### src/rtl/shared_adc_endstop_sampler_core_assert.svh
// ----------------------------------------------------------------------------
// Shared ADC / endstop sampler assertion macros
// Concurrent assertion wrappers; they vanish when SYNTHESIS is defined.
// The modules that use them have clk and arst_n in scope.
// ----------------------------------------------------------------------------
`ifndef SHARED_ADC_ENDSTOP_SAMPLER_CORE_ASSERT_SVH
`define SHARED_ADC_ENDSTOP_SAMPLER_CORE_ASSERT_SVH
`ifndef SYNTHESIS
`define SAES_ASSERT(lbl, prop) \
	lbl: assert property (@(posedge clk) disable iff (!arst_n) prop) \
		else $error("sampler assertion failed");
`define SAES_ASSERT_NEXT(lbl, ante, cons) \
	lbl: assert property (@(posedge clk) disable iff (!arst_n) (ante) |=> (cons)) \
		else $error("sampler sequencing assertion failed");
`else
`define SAES_ASSERT(lbl, prop)
`define SAES_ASSERT_NEXT(lbl, ante, cons)
`endif
`endif

### src/rtl/saes_pkg.sv
// ----------------------------------------------------------------------------
// Shared ADC / endstop sampler package
// Beat types, register indexes, phase and controller encodings, and the
// command and status groups between controller and datapath.
// ----------------------------------------------------------------------------
package saes_pkg;

	localparam int unsigned SAMPLE_W  = 12;
	localparam int unsigned TICK_W    = 32;
	localparam int unsigned COUNT_W   = 8;
	localparam int unsigned CODE_W    = 8;
	localparam int unsigned SUM_W     = 20;
	localparam int unsigned REG_IDX_W = 3;
	localparam int unsigned ADDR_W    = 5;
	localparam int unsigned DATA_W    = 32;

	typedef struct packed {
		logic                pin_level;
		logic                adc_ready;
		logic [SAMPLE_W-1:0] adc_sample;
	} in_item_t;

	typedef struct packed {
		logic                adc_report_valid;
		logic [SAMPLE_W-1:0] adc_average;
		logic [TICK_W-1:0]   adc_next_time;
		logic                trigger_fired;
		logic [CODE_W-1:0]   trigger_code;
		logic                homing_active;
	} out_item_t;

	typedef enum logic [REG_IDX_W-1:0] {
		REG_ADC_SAMPLE_TICKS,
		REG_ADC_SAMPLE_COUNT,
		REG_ADC_REST_TICKS,
		REG_ES_SAMPLE_TICKS,
		REG_ES_SAMPLE_COUNT,
		REG_ES_REST_TICKS,
		REG_TRIGGER_LEVEL,
		REG_TRIGGER_REASON
	} reg_idx_t;

	typedef enum logic [1:0] {
		PH_POLL,
		PH_OVER,
		PH_DONE
	} phase_t;

	typedef enum logic {
		ST_IDLE,
		ST_DIV
	} ctrl_state_t;

	typedef struct packed {
		logic step;
		logic div_start;
		logic finish;
	} ctrl_cmd_t;

	typedef struct packed {
		logic space;
		logic round_end;
		logic div_done;
	} ctrl_status_t;

endpackage

### src/rtl/saes_div.sv
// ----------------------------------------------------------------------------
// Sampler averaging divider
// Restoring divider, one quotient bit per cycle, for the round sum over the
// sample count.
// ----------------------------------------------------------------------------
module saes_div (
	input  logic                               clk,
	input  logic                               arst_n,
	input  logic                               start,
	input  logic [saes_pkg::SUM_W-1:0]         dividend,
	input  logic [saes_pkg::COUNT_W-1:0]       divisor,
	output logic                               done,
	output logic [saes_pkg::SUM_W-1:0]         quotient
);

	localparam int unsigned CNT_W = $clog2(saes_pkg::SUM_W);

	logic                             busy_q;
	logic                             done_q;
	logic [CNT_W-1:0]                 cnt_q;
	logic [saes_pkg::SUM_W-1:0]       dq_q;
	logic [saes_pkg::COUNT_W-1:0]     rem_q;
	logic [saes_pkg::COUNT_W-1:0]     dv_q;
	logic [saes_pkg::COUNT_W:0]       rem_shift;
	logic [saes_pkg::COUNT_W:0]       rem_next;
	logic                             qbit;

	always_comb begin
		rem_shift = {rem_q, dq_q[saes_pkg::SUM_W-1]};
		qbit      = (rem_shift >= {1'b0, dv_q});
		rem_next  = qbit ? (rem_shift - {1'b0, dv_q}) : rem_shift;
	end

	always_ff @(posedge clk or negedge arst_n) begin
		if (!arst_n) begin
			busy_q <= 1'b0;
			done_q <= 1'b0;
			cnt_q  <= '0;
		end else begin
			done_q <= 1'b0;
			if (start) begin
				busy_q <= 1'b1;
				cnt_q  <= CNT_W'(saes_pkg::SUM_W - 1);
			end else if (busy_q) begin
				cnt_q <= cnt_q - 1'b1;
				if (cnt_q == '0) begin
					busy_q <= 1'b0;
					done_q <= 1'b1;
				end
			end
		end
	end

	always_ff @(posedge clk) begin
		if (start) begin
			dq_q  <= dividend;
			rem_q <= '0;
			dv_q  <= divisor;
		end else if (busy_q) begin
			dq_q  <= {dq_q[saes_pkg::SUM_W-2:0], qbit};
			rem_q <= rem_next[saes_pkg::COUNT_W-1:0];
		end
	end

	assign done     = done_q;
	assign quotient = dq_q;

endmodule

### src/rtl/saes_obuf.sv
// ----------------------------------------------------------------------------
// Sampler result buffer
// Two-entry output stage: a main register on the port and a skid register
// behind it, so that a new beat may be taken while a result waits.
// ----------------------------------------------------------------------------
`include "shared_adc_endstop_sampler_core_assert.svh"

module saes_obuf (
	input  logic                  clk,
	input  logic                  arst_n,
	input  logic                  load,
	input  saes_pkg::out_item_t   load_data,
	output logic                  space,
	output logic                  out_valid,
	input  logic                  out_stall,
	output saes_pkg::out_item_t   out_data
);

	logic                 main_valid_q;
	logic                 skid_valid_q;
	saes_pkg::out_item_t  main_q;
	saes_pkg::out_item_t  skid_q;
	logic                 take;
	logic                 main_free;

	assign take      = main_valid_q && !out_stall;
	assign main_free = take || !main_valid_q;

	always_ff @(posedge clk or negedge arst_n) begin
		if (!arst_n) begin
			main_valid_q <= 1'b0;
			skid_valid_q <= 1'b0;
		end else if (main_free) begin
			main_valid_q <= skid_valid_q || load;
			skid_valid_q <= skid_valid_q && load;
		end else if (load) begin
			skid_valid_q <= 1'b1;
		end
	end

	always_ff @(posedge clk) begin
		if (main_free) begin
			if (skid_valid_q) begin
				main_q <= skid_q;
				if (load) begin
					skid_q <= load_data;
				end
			end else if (load) begin
				main_q <= load_data;
			end
		end else if (load) begin
			skid_q <= load_data;
		end
	end

	assign space     = !skid_valid_q;
	assign out_valid = main_valid_q;
	assign out_data  = main_q;

	`SAES_ASSERT(a_load_has_room, load |-> !skid_valid_q)
	`SAES_ASSERT(a_skid_behind_main, skid_valid_q |-> main_valid_q)
	`SAES_ASSERT_NEXT(a_drain_empties, main_valid_q && !out_stall && !skid_valid_q && !load, !main_valid_q)

endmodule

### src/rtl/saes_ctrl.sv
// ----------------------------------------------------------------------------
// Sampler controller
// Takes input beats when the result buffer has room and holds the input
// while the averaging divider runs at the end of a round.
// ----------------------------------------------------------------------------
`include "shared_adc_endstop_sampler_core_assert.svh"

module saes_ctrl (
	input  logic                    clk,
	input  logic                    arst_n,
	input  logic                    in_valid,
	output logic                    in_stall,
	input  saes_pkg::ctrl_status_t  status,
	output saes_pkg::ctrl_cmd_t     cmd
);

	saes_pkg::ctrl_state_t state_q;
	saes_pkg::ctrl_state_t state_d;
	logic                  accept;

	always_ff @(posedge clk or negedge arst_n) begin
		if (!arst_n) begin
			state_q <= saes_pkg::ST_IDLE;
		end else begin
			state_q <= state_d;
		end
	end

	always_comb begin
		state_d = state_q;
		case (state_q)
			saes_pkg::ST_IDLE: begin
				if (in_valid && status.space && status.round_end) begin
					state_d = saes_pkg::ST_DIV;
				end
			end
			saes_pkg::ST_DIV: begin
				if (status.div_done) begin
					state_d = saes_pkg::ST_IDLE;
				end
			end
			default: begin
				state_d = saes_pkg::ST_IDLE;
			end
		endcase
	end

	always_comb begin
		in_stall      = 1'b1;
		accept        = 1'b0;
		cmd           = '0;
		case (state_q)
			saes_pkg::ST_IDLE: begin
				in_stall      = !status.space;
				accept        = in_valid && status.space;
				cmd.step      = accept;
				cmd.div_start = accept && status.round_end;
			end
			saes_pkg::ST_DIV: begin
				cmd.finish = status.div_done;
			end
			default: begin
				in_stall = 1'b1;
			end
		endcase
	end

	`SAES_ASSERT(a_step_needs_room, cmd.step |-> status.space)
	`SAES_ASSERT(a_done_only_dividing, status.div_done |-> state_q == saes_pkg::ST_DIV)
	`SAES_ASSERT_NEXT(a_div_entered, cmd.div_start, state_q == saes_pkg::ST_DIV)
	`SAES_ASSERT_NEXT(a_finish_returns, cmd.finish, state_q == saes_pkg::ST_IDLE)

endmodule

### src/rtl/saes_dp.sv
// ----------------------------------------------------------------------------
// Sampler datapath
// Configuration registers, tick timer, ADC round accumulation and the
// endstop polling and oversampling state, with result assembly.
// ----------------------------------------------------------------------------
module saes_dp #(
	parameter int unsigned ADC_BITS = 12
) (
	input  logic                                  clk,
	input  logic                                  arst_n,
	input  logic                                  cfg_we,
	input  saes_pkg::reg_idx_t                    cfg_idx,
	input  logic [saes_pkg::DATA_W-1:0]           cfg_wdata,
	input  saes_pkg::reg_idx_t                    rd_idx,
	output logic [saes_pkg::DATA_W-1:0]           rd_data,
	input  saes_pkg::in_item_t                    in_item,
	input  saes_pkg::ctrl_cmd_t                   cmd,
	output logic                                  round_end,
	output logic [saes_pkg::SUM_W-1:0]            div_dividend,
	output logic [saes_pkg::COUNT_W-1:0]          div_divisor,
	input  logic [saes_pkg::SUM_W-1:0]            div_quotient,
	output logic                                  res_load,
	output saes_pkg::out_item_t                   res_item
);

	localparam int unsigned TW = saes_pkg::TICK_W;
	localparam int unsigned CW = saes_pkg::COUNT_W;
	localparam int unsigned SW = saes_pkg::SAMPLE_W;
	localparam int unsigned MASK_BITS = (ADC_BITS < SW) ? ADC_BITS : SW;
	localparam logic [SW-1:0] SAMPLE_MASK = SW'((1 << MASK_BITS) - 1);
	localparam logic [TW-1:0] HALF_MAX = {1'b0, {(TW-1){1'b1}}};

	function automatic logic [TW-1:0] at_least_one(input logic [TW-1:0] x);
		return (x == '0) ? TW'(1) : x;
	endfunction

	function automatic logic [TW-1:0] dec_floor(input logic [TW-1:0] x);
		return (x == '0) ? '0 : (x - 1'b1);
	endfunction

	logic [TW-1:0]              adc_sample_ticks_q;
	logic [CW-1:0]              adc_sample_count_q;
	logic [TW-1:0]              adc_rest_ticks_q;
	logic [TW-1:0]              es_sample_ticks_q;
	logic [CW-1:0]              es_sample_count_q;
	logic [TW-1:0]              es_rest_ticks_q;
	logic                       trigger_level_q;
	logic [saes_pkg::CODE_W-1:0] trigger_reason_q;

	logic [TW-1:0]              tick_time_q;
	logic [TW-1:0]              wait_q;
	logic [TW-1:0]              round_start_q;
	logic [saes_pkg::SUM_W-1:0] sum_q;
	logic [CW-1:0]              taken_q;
	saes_pkg::phase_t           phase_q;
	logic [CW-1:0]              matches_q;
	logic [TW-1:0]              resume_q;
	logic [TW-1:0]              last_time_q;

	logic [TW-1:0]              wait_d;
	logic [TW-1:0]              round_start_d;
	logic [saes_pkg::SUM_W-1:0] sum_d;
	logic [CW-1:0]              taken_d;
	saes_pkg::phase_t           phase_d;
	logic [CW-1:0]              matches_d;
	logic [TW-1:0]              resume_mid;
	logic [TW-1:0]              resume_d;
	logic                       fired;
	logic [saes_pkg::CODE_W-1:0] code;
	logic [SW-1:0]              sample_m;
	logic [saes_pkg::SUM_W-1:0] sum_new;
	logic [CW-1:0]              taken_new;
	logic [TW-1:0]              rest_eff;
	logic [TW-1:0]              wait_fin;
	logic                       adc_restart_ok;
	saes_pkg::out_item_t        step_res;
	saes_pkg::out_item_t        fin_res;

	assign sample_m  = in_item.adc_sample & SAMPLE_MASK;
	assign sum_new   = sum_q + saes_pkg::SUM_W'(sample_m);
	assign taken_new = taken_q + 1'b1;
	assign rest_eff  = at_least_one(adc_rest_ticks_q);
	assign wait_fin  = round_start_q + ~last_time_q;

	always_comb begin
		wait_d        = wait_q;
		round_start_d = round_start_q;
		sum_d         = sum_q;
		taken_d       = taken_q;
		phase_d       = phase_q;
		matches_d     = matches_q;
		resume_mid    = resume_q;
		fired         = 1'b0;
		code          = '0;
		round_end     = 1'b0;
		if (es_sample_count_q != '0) begin
			if (phase_q != saes_pkg::PH_DONE) begin
				if (wait_q != '0) begin
					wait_d = wait_q - 1'b1;
				end else if (in_item.pin_level != trigger_level_q) begin
					if (phase_q == saes_pkg::PH_POLL) begin
						wait_d = dec_floor(es_rest_ticks_q);
					end else begin
						phase_d   = saes_pkg::PH_POLL;
						matches_d = es_sample_count_q;
						wait_d    = dec_floor(resume_q);
					end
				end else begin
					if (phase_q == saes_pkg::PH_POLL) begin
						resume_mid = at_least_one(es_rest_ticks_q);
						phase_d    = saes_pkg::PH_OVER;
					end
					if (matches_q <= CW'(1)) begin
						matches_d = '0;
						phase_d   = saes_pkg::PH_DONE;
						fired     = 1'b1;
						code      = trigger_reason_q;
					end else begin
						matches_d = matches_q - 1'b1;
						wait_d    = dec_floor(es_sample_ticks_q);
					end
				end
			end
		end else if (adc_sample_count_q != '0) begin
			if (wait_q != '0) begin
				wait_d = wait_q - 1'b1;
			end else if (in_item.adc_ready) begin
				if (taken_new < adc_sample_count_q) begin
					sum_d   = sum_new;
					taken_d = taken_new;
					wait_d  = dec_floor(adc_sample_ticks_q);
				end else begin
					round_end     = 1'b1;
					sum_d         = '0;
					taken_d       = '0;
					round_start_d = round_start_q + rest_eff;
				end
			end
		end
		resume_d = dec_floor(resume_mid);
	end

	always_comb begin
		step_res                  = '0;
		step_res.trigger_fired    = fired;
		step_res.trigger_code     = code;
		step_res.homing_active    = (es_sample_count_q != '0) && (phase_d != saes_pkg::PH_DONE);
		fin_res                   = '0;
		fin_res.adc_report_valid  = 1'b1;
		fin_res.adc_average       = div_quotient[SW-1:0] & SAMPLE_MASK;
		fin_res.adc_next_time     = round_start_q;
		res_item                  = cmd.finish ? fin_res : step_res;
		res_load                  = cmd.finish || (cmd.step && !round_end);
	end

	assign div_dividend = sum_new;
	assign div_divisor  = adc_sample_count_q;

	always_comb begin
		adc_restart_ok = (es_sample_count_q == '0) && (adc_sample_count_q != '0);
		if (cfg_idx == saes_pkg::REG_ADC_SAMPLE_COUNT) begin
			adc_restart_ok = (es_sample_count_q == '0) && (cfg_wdata[CW-1:0] != '0);
		end
	end

	always_comb begin
		case (rd_idx)
			saes_pkg::REG_ADC_SAMPLE_TICKS: rd_data = adc_sample_ticks_q;
			saes_pkg::REG_ADC_SAMPLE_COUNT: rd_data = saes_pkg::DATA_W'(adc_sample_count_q);
			saes_pkg::REG_ADC_REST_TICKS:   rd_data = adc_rest_ticks_q;
			saes_pkg::REG_ES_SAMPLE_TICKS:  rd_data = es_sample_ticks_q;
			saes_pkg::REG_ES_SAMPLE_COUNT:  rd_data = saes_pkg::DATA_W'(es_sample_count_q);
			saes_pkg::REG_ES_REST_TICKS:    rd_data = es_rest_ticks_q;
			saes_pkg::REG_TRIGGER_LEVEL:    rd_data = saes_pkg::DATA_W'(trigger_level_q);
			saes_pkg::REG_TRIGGER_REASON:   rd_data = saes_pkg::DATA_W'(trigger_reason_q);
			default:                        rd_data = '0;
		endcase
	end

	always_ff @(posedge clk or negedge arst_n) begin
		if (!arst_n) begin
			adc_sample_ticks_q <= TW'(1);
			adc_sample_count_q <= '0;
			adc_rest_ticks_q   <= TW'(1);
			es_sample_ticks_q  <= TW'(1);
			es_sample_count_q  <= '0;
			es_rest_ticks_q    <= TW'(1);
			trigger_level_q    <= 1'b0;
			trigger_reason_q   <= '0;
			tick_time_q        <= '0;
			wait_q             <= '0;
			round_start_q      <= '0;
			sum_q              <= '0;
			taken_q            <= '0;
			phase_q            <= saes_pkg::PH_POLL;
			matches_q          <= '0;
			resume_q           <= '0;
			last_time_q        <= '0;
		end else if (cfg_we) begin
			case (cfg_idx)
				saes_pkg::REG_ADC_SAMPLE_TICKS,
				saes_pkg::REG_ADC_SAMPLE_COUNT,
				saes_pkg::REG_ADC_REST_TICKS: begin
					if (cfg_idx == saes_pkg::REG_ADC_SAMPLE_TICKS) begin
						adc_sample_ticks_q <= cfg_wdata[TW-1:0];
					end
					if (cfg_idx == saes_pkg::REG_ADC_SAMPLE_COUNT) begin
						adc_sample_count_q <= cfg_wdata[CW-1:0];
					end
					if (cfg_idx == saes_pkg::REG_ADC_REST_TICKS) begin
						adc_rest_ticks_q <= cfg_wdata[TW-1:0];
					end
					sum_q   <= '0;
					taken_q <= '0;
					if (adc_restart_ok) begin
						round_start_q <= tick_time_q;
						wait_q        <= '0;
					end
				end
				saes_pkg::REG_ES_SAMPLE_TICKS: begin
					es_sample_ticks_q <= cfg_wdata[TW-1:0];
				end
				saes_pkg::REG_ES_SAMPLE_COUNT: begin
					es_sample_count_q <= cfg_wdata[CW-1:0];
					phase_q           <= saes_pkg::PH_POLL;
					matches_q         <= cfg_wdata[CW-1:0];
					resume_q          <= '0;
					sum_q             <= '0;
					taken_q           <= '0;
					if (cfg_wdata[CW-1:0] != '0) begin
						wait_q <= '0;
					end else if (adc_sample_count_q != '0) begin
						round_start_q <= tick_time_q + rest_eff;
						wait_q        <= rest_eff;
					end
				end
				saes_pkg::REG_ES_REST_TICKS: begin
					es_rest_ticks_q <= cfg_wdata[TW-1:0];
				end
				saes_pkg::REG_TRIGGER_LEVEL: begin
					trigger_level_q <= cfg_wdata[0];
				end
				saes_pkg::REG_TRIGGER_REASON: begin
					trigger_reason_q <= cfg_wdata[saes_pkg::CODE_W-1:0];
				end
				default: begin
					trigger_reason_q <= trigger_reason_q;
				end
			endcase
		end else if (cmd.step) begin
			tick_time_q   <= tick_time_q + 1'b1;
			wait_q        <= wait_d;
			round_start_q <= round_start_d;
			sum_q         <= sum_d;
			taken_q       <= taken_d;
			phase_q       <= phase_d;
			matches_q     <= matches_d;
			resume_q      <= resume_d;
			if (round_end) begin
				last_time_q <= tick_time_q;
			end
		end else if (cmd.finish) begin
			wait_q <= (!wait_fin[TW-1] && (wait_fin != HALF_MAX)) ? wait_fin : '0;
		end
	end

endmodule

### src/rtl/shared_adc_endstop_sampler_core.sv
// ----------------------------------------------------------------------------
// Shared ADC / endstop sampler core
// One input beat is one timer tick. In ADC mode conversions are averaged
// over rounds; in homing mode the pin is polled and oversampled until the
// trigger is confirmed.
//
//   Channel   Direction  Handshake                  Beat
//   in        in         in_valid / in_stall        in_item_t
//   out       out        out_valid / out_stall      out_item_t
//   config    in         psel/penable/pwrite APB    32-bit register
//
// After the tick that closes an ADC round, input is held while the average
// comes from a divider that resolves one quotient bit per cycle over the
// 20-bit round sum.
// Results queue in a two-entry buffer; input stalls when its second entry
// is full or while the divider runs.
// Reset restores state and config registers at once; no clearing pass.
// ----------------------------------------------------------------------------
module shared_adc_endstop_sampler_core #(
	parameter int unsigned ADC_BITS = 12
) (
	input  logic                                 clk,
	input  logic                                 arst_n,
	input  logic                                 in_valid,
	output logic                                 in_stall,
	input  saes_pkg::in_item_t                   in_data,
	output logic                                 out_valid,
	input  logic                                 out_stall,
	output saes_pkg::out_item_t                  out_data,
	input  logic                                 psel,
	input  logic                                 penable,
	input  logic                                 pwrite,
	input  logic [saes_pkg::ADDR_W-1:0]          paddr,
	input  logic [saes_pkg::DATA_W-1:0]          pwdata,
	output logic [saes_pkg::DATA_W-1:0]          prdata,
	output logic                                 pready
);

	saes_pkg::ctrl_cmd_t          cmd;
	saes_pkg::ctrl_status_t       status;
	saes_pkg::reg_idx_t           reg_idx;
	saes_pkg::out_item_t          res_item;
	logic                         cfg_we;
	logic                         round_end;
	logic                         res_load;
	logic                         space;
	logic                         div_done;
	logic [saes_pkg::SUM_W-1:0]   div_dividend;
	logic [saes_pkg::COUNT_W-1:0] div_divisor;
	logic [saes_pkg::SUM_W-1:0]   div_quotient;

	assign pready  = 1'b1;
	assign cfg_we  = psel && penable && pwrite && pready;
	assign reg_idx = saes_pkg::reg_idx_t'(paddr[saes_pkg::ADDR_W-1:2]);

	assign status.space     = space;
	assign status.round_end = round_end;
	assign status.div_done  = div_done;

	saes_ctrl u_ctrl (
		.clk      (clk),
		.arst_n   (arst_n),
		.in_valid (in_valid),
		.in_stall (in_stall),
		.status   (status),
		.cmd      (cmd)
	);

	saes_dp #(
		.ADC_BITS (ADC_BITS)
	) u_dp (
		.clk          (clk),
		.arst_n       (arst_n),
		.cfg_we       (cfg_we),
		.cfg_idx      (reg_idx),
		.cfg_wdata    (pwdata),
		.rd_idx       (reg_idx),
		.rd_data      (prdata),
		.in_item      (in_data),
		.cmd          (cmd),
		.round_end    (round_end),
		.div_dividend (div_dividend),
		.div_divisor  (div_divisor),
		.div_quotient (div_quotient),
		.res_load     (res_load),
		.res_item     (res_item)
	);

	saes_div u_div (
		.clk      (clk),
		.arst_n   (arst_n),
		.start    (cmd.div_start),
		.dividend (div_dividend),
		.divisor  (div_divisor),
		.done     (div_done),
		.quotient (div_quotient)
	);

	saes_obuf u_obuf (
		.clk       (clk),
		.arst_n    (arst_n),
		.load      (res_load),
		.load_data (res_item),
		.space     (space),
		.out_valid (out_valid),
		.out_stall (out_stall),
		.out_data  (out_data)
	);

endmodule
### config.mk
export PLATFORM = sky130hd
export DESIGN_NAME = shared_adc_endstop_sampler_core
export DESIGN_NICKNAME = d
export VERILOG_FILES = /design/src/rtl/saes_pkg.sv /design/src/rtl/saes_div.sv /design/src/rtl/saes_obuf.sv /design/src/rtl/saes_ctrl.sv /design/src/rtl/saes_dp.sv /design/src/rtl/shared_adc_endstop_sampler_core.sv
export VERILOG_INCLUDE_DIRS = /design/src /design/src/rtl
export SDC_FILE = /design/constraint.sdc
export NUM_CORES = 1
export LEC_CHECK = 0
export ABC_AREA = 1
export CORE_ASPECT_RATIO = 0.6
export CORE_MARGIN = 1
export CORE_UTILIZATION = 45
export CTS_CLUSTER_DIAMETER = 50
export DETAILED_ROUTE_END_ITERATION = 6
export DONT_BUFFER_PORTS = 1
export PLACE_DENSITY = 0.64
export SYNTH_ARGS = -nofsm -noshare
export SYNTH_HDL_FRONTEND = slang
export SYNTH_HIERARCHICAL = 1
export SYNTH_SLANG_ARGS = --single-unit
### constraint.sdc
create_clock -name clk -period 7.8 [get_ports clk]
set_clock_uncertainty 0.1 [all_clocks]
set_input_delay 0 -clock clk [delete_from_list [all_inputs] [get_ports clk]]
set_output_delay 0 -clock clk [all_outputs]
set_load 0.005 [all_outputs]
==> results.cfg <==
[final_layout]
multi_input_area_um2 = 20200
final_layout_size_suffix_gt1_frac = 0.0557
fin_util = 0.504
syn_to_final_growth_pct = 9.97
regArea_um2 = 13300
final_area_um2 = 40300
fillers = 8042
final_nets = 5495

[power_and_ir_drop]
leakage_nw = 19.4
ir_drop_v = 0.000199
p_clk_frac = 0.316
swShare = 0.407
p_sw_w = 0.00380
p_int_w = 0.00553
comb_power_share = 0.306
p_seq_frac = 0.378
pwr_density_cell_nw_per_um2 = 232

[routing]
via_count = 37068
first_pass_iters = 7
vias_per_cell = 5.78
wire_per_inst_um = 22.7
drt_iter0_markers = 5788
ant_nets = 0
totalWireLength_um = 146000
drc = 2

[timing]
worst_hold_slack_ps = -1060
hold_viol_final = 361
fmax_mhz = 186
finalMaxSlewViolations = 0
max-slew-margin-rel = 0.128
rsz0062_at_grt = no
fin_crit_ps = 5380
setup_viol = 0
final.setup.tns_ps = 0
post-route-period-util = 0.689
worstMarginPinSlew_ps = 1310

[place]
hpwl_um = 113000
placed_area_um2 = 37400
gp_congestion = 1.05
portBuffers = 0

[outcome]
failed_checks = DRC, hold timing
outcome = finished with violations

[worst_setup_path]
path_delay_family = compound AO/OA/AOI/OAI gates
max_stage_delay_ps = 900
worstPathRequired_ps = 8250
arrival_ps = 5830
critPathMaxFanout = 6
path_buf_inv = 1
crit_path_end_kind = flop
worstSetupPathType = flop to flop
path_cells = nor4_1 > nand4_1 > o21bai_1 > ha_1 > fa_1 > nand2_1 > nand3_1 > o21ai_0 > o21ai_0 > inv_1 > o21bai_1 > nand2_1 > nand2_1 > nand4_1 > nand3_1 > nand3_1 > a31oi_1
r2r_cells = 17
r2r-end = u_dp/round_start_q[28]
start_kind = flop
timing.rr.start = u_dp/adc_rest_ticks_q[24]
worst_path_max_delay_cell = o21ai_0
ff2ff_setup_slack_ps = 2420

[worst_hold_path]
hold_path.class = input pin to asynchronous set/reset pin

[global_route]
grt_pass1_vias = 32018
overflow = 0
grt_max_degree = 362
grt_pass1_wl_um = 213000
grt_usage = 0.345
grt_antenna_before_repair = 5

[floorplan]
initial_core_util = 0.458
die_height_um = 223
rows = 80
die_w_um = 370
die_area_um2 = 82600
core_area_um2 = 80000
ios = 148

[synthesis]
ys_seq_elements = 507
yosys_most_used_dff = dfrtp_1
yosys_warnings = 6
synth_cell_types = 62
synth-seq-area-share = 0.364
ys_async_sr_fraction = 0.712
syn-num-nets = 5506
syn_area_um2 = 36600
netlist_instances = 5309
synth_edf_count = 138
syn_area_per_cell_um2 = 6.90

[cts]
postCtsHoldBufs = 80
cts_buffers = 58
clk_latency_ps = 690
clk_transition_reported_paths_ps = 60
cts_resized = 0
cts_buffer_depth = 3
cts.sinks = 507
post_cts.repair.setup_buffers = 0
cts_root_buf = clkbuf_16
cts_max_level = 2
tritoncts = done

[flow_run]
cap_violations = 0
[sequential cells by signal (all words and copies together) (netlist names), 20 cells and up]
register / cells
u_div/quotient: 20
u_dp/adc_rest_ticks_q: 32
u_dp/adc_sample_ticks_q: 32
u_dp/es_rest_ticks_q: 32
u_dp/es_sample_ticks_q: 32
u_dp/last_time_q: 32
u_dp/resume_q: 32
u_dp/round_start_q: 32
u_dp/sum_q: 20
u_dp/tick_time_q: 32
u_dp/wait_q: 32
u_obuf/out_data: 55
u_obuf/skid_q: 55
[kinds of logic (layout without fill, tap and decap cells)]
family,count (synthesis),in the layout,share of synthesized area
and+or+nand+nor,2821,2821,0.323
AOI/OAI and AO/OA,860,860,0.135
buffers and inverters,800,837,0.0861
DFF,507,507,0.364
xor gates and xnor gates,179,179,0.0428
adders and majority gates,139,139,0.0485
muxes,2,2,0.000615
other,1,5,0.000102
[area by class of cell]
type                       instances  share of cell area
clock buffer                      67              0.0382
timing repair buffer             115              0.0264
sequential                       507               0.331
multi-input combinational       4002               0.501
tap                             1066              0.0331
antenna                            4            0.000249
clock inverter                    41              0.0125
inverter                         614              0.0572
[per-stage QoR]
stage                     instances  total power, W  worst slack, ps
after CTS                      6412         0.00921             2800
after detailed placement       6224         0.00619             2860
after floorplan                5309         0.00521             2380
after global placement         6224         0.00617             3020
after global routing           6412         0.00974             2350
final                          6416         0.00932             2420
[power groups by stage]
stage	Combinational, W	Sequential [W]	Clock, W
6_report	0.00285	0.00352	0.00295
2_1_floorplan	0.00193	0.00327	0
4_1_cts	0.00272	0.00348	0.00300
5_1_grt	0.00311	0.00353	0.00310
3_3_place_gp	0.00264	0.00353	0
3_5_place_dp	0.00266	0.00353	0
[cells in the mapped netlist (all sizes together) (75+ instances only)]
master	n	area (µm²)
nand4	75	475
xor2	142	1240
inv	609	2290
nand2	1626	6210
nand3	316	1620
a21oi	258	1300
o21ai	371	1860
dfrtp	357	8930
nor2	655	2600
ha	134	1680
clkbuf	141	529
edfxtp	138	4140
[layer usage]
| metal | wire length (µm) | vias to the layer above | global-route usage |
|---|---|---|---|
| met5 | 0 | - | 0 |
| met3 | 22300 | 168 | 0.141 |
| met2 | 51100 | 2124 | 0.408 |
| met4 | 2540 | 0 | 0.0605 |
| li1 | - | 17302 | - |
| met1 | 70000 | 17474 | 0.560 |
[how the worst max path moves through the flow]
stage                     slack (ps)                       from  depth (start not counted)                     end
after floorplan                 2380            u_dp/taken_q[0]                         15      u_obuf/out_data[0]
after global placement          3020  u_dp/adc_rest_ticks_q[24]                         17  u_dp/round_start_q[28]
after detailed placement        2860  u_dp/adc_rest_ticks_q[24]                         17  u_dp/round_start_q[28]
after CTS                       2800  u_dp/adc_rest_ticks_q[24]                         17  u_dp/round_start_q[28]
after global routing            2350  u_dp/adc_rest_ticks_q[24]                         17  u_dp/round_start_q[28]
final                           2420  u_dp/adc_rest_ticks_q[24]                         17  u_dp/round_start_q[28]
[placed cells by master, fill, tap and decap left out, drive strengths merged, types with 17 or more instances in the layout]
master / instances
nand2: 1626
nor2: 655
inv: 618
o21ai: 371
dfrtp: 357
nand3: 316
a21oi: 258
xor2: 142
edfxtp: 138
ha: 134
dlygate4sd3: 80
nand4: 75
clkbuf: 67
nor3: 65
o22ai: 46
xnor2: 37
buf: 35
or2: 30
a31oi: 27
a22oi: 25
o211ai: 25
clkinv: 25
a21o: 23
nor4: 22
nand3b: 19
o21bai: 19
o2111ai: 17
Note: power is estimated with default switching activity, not from simulation.
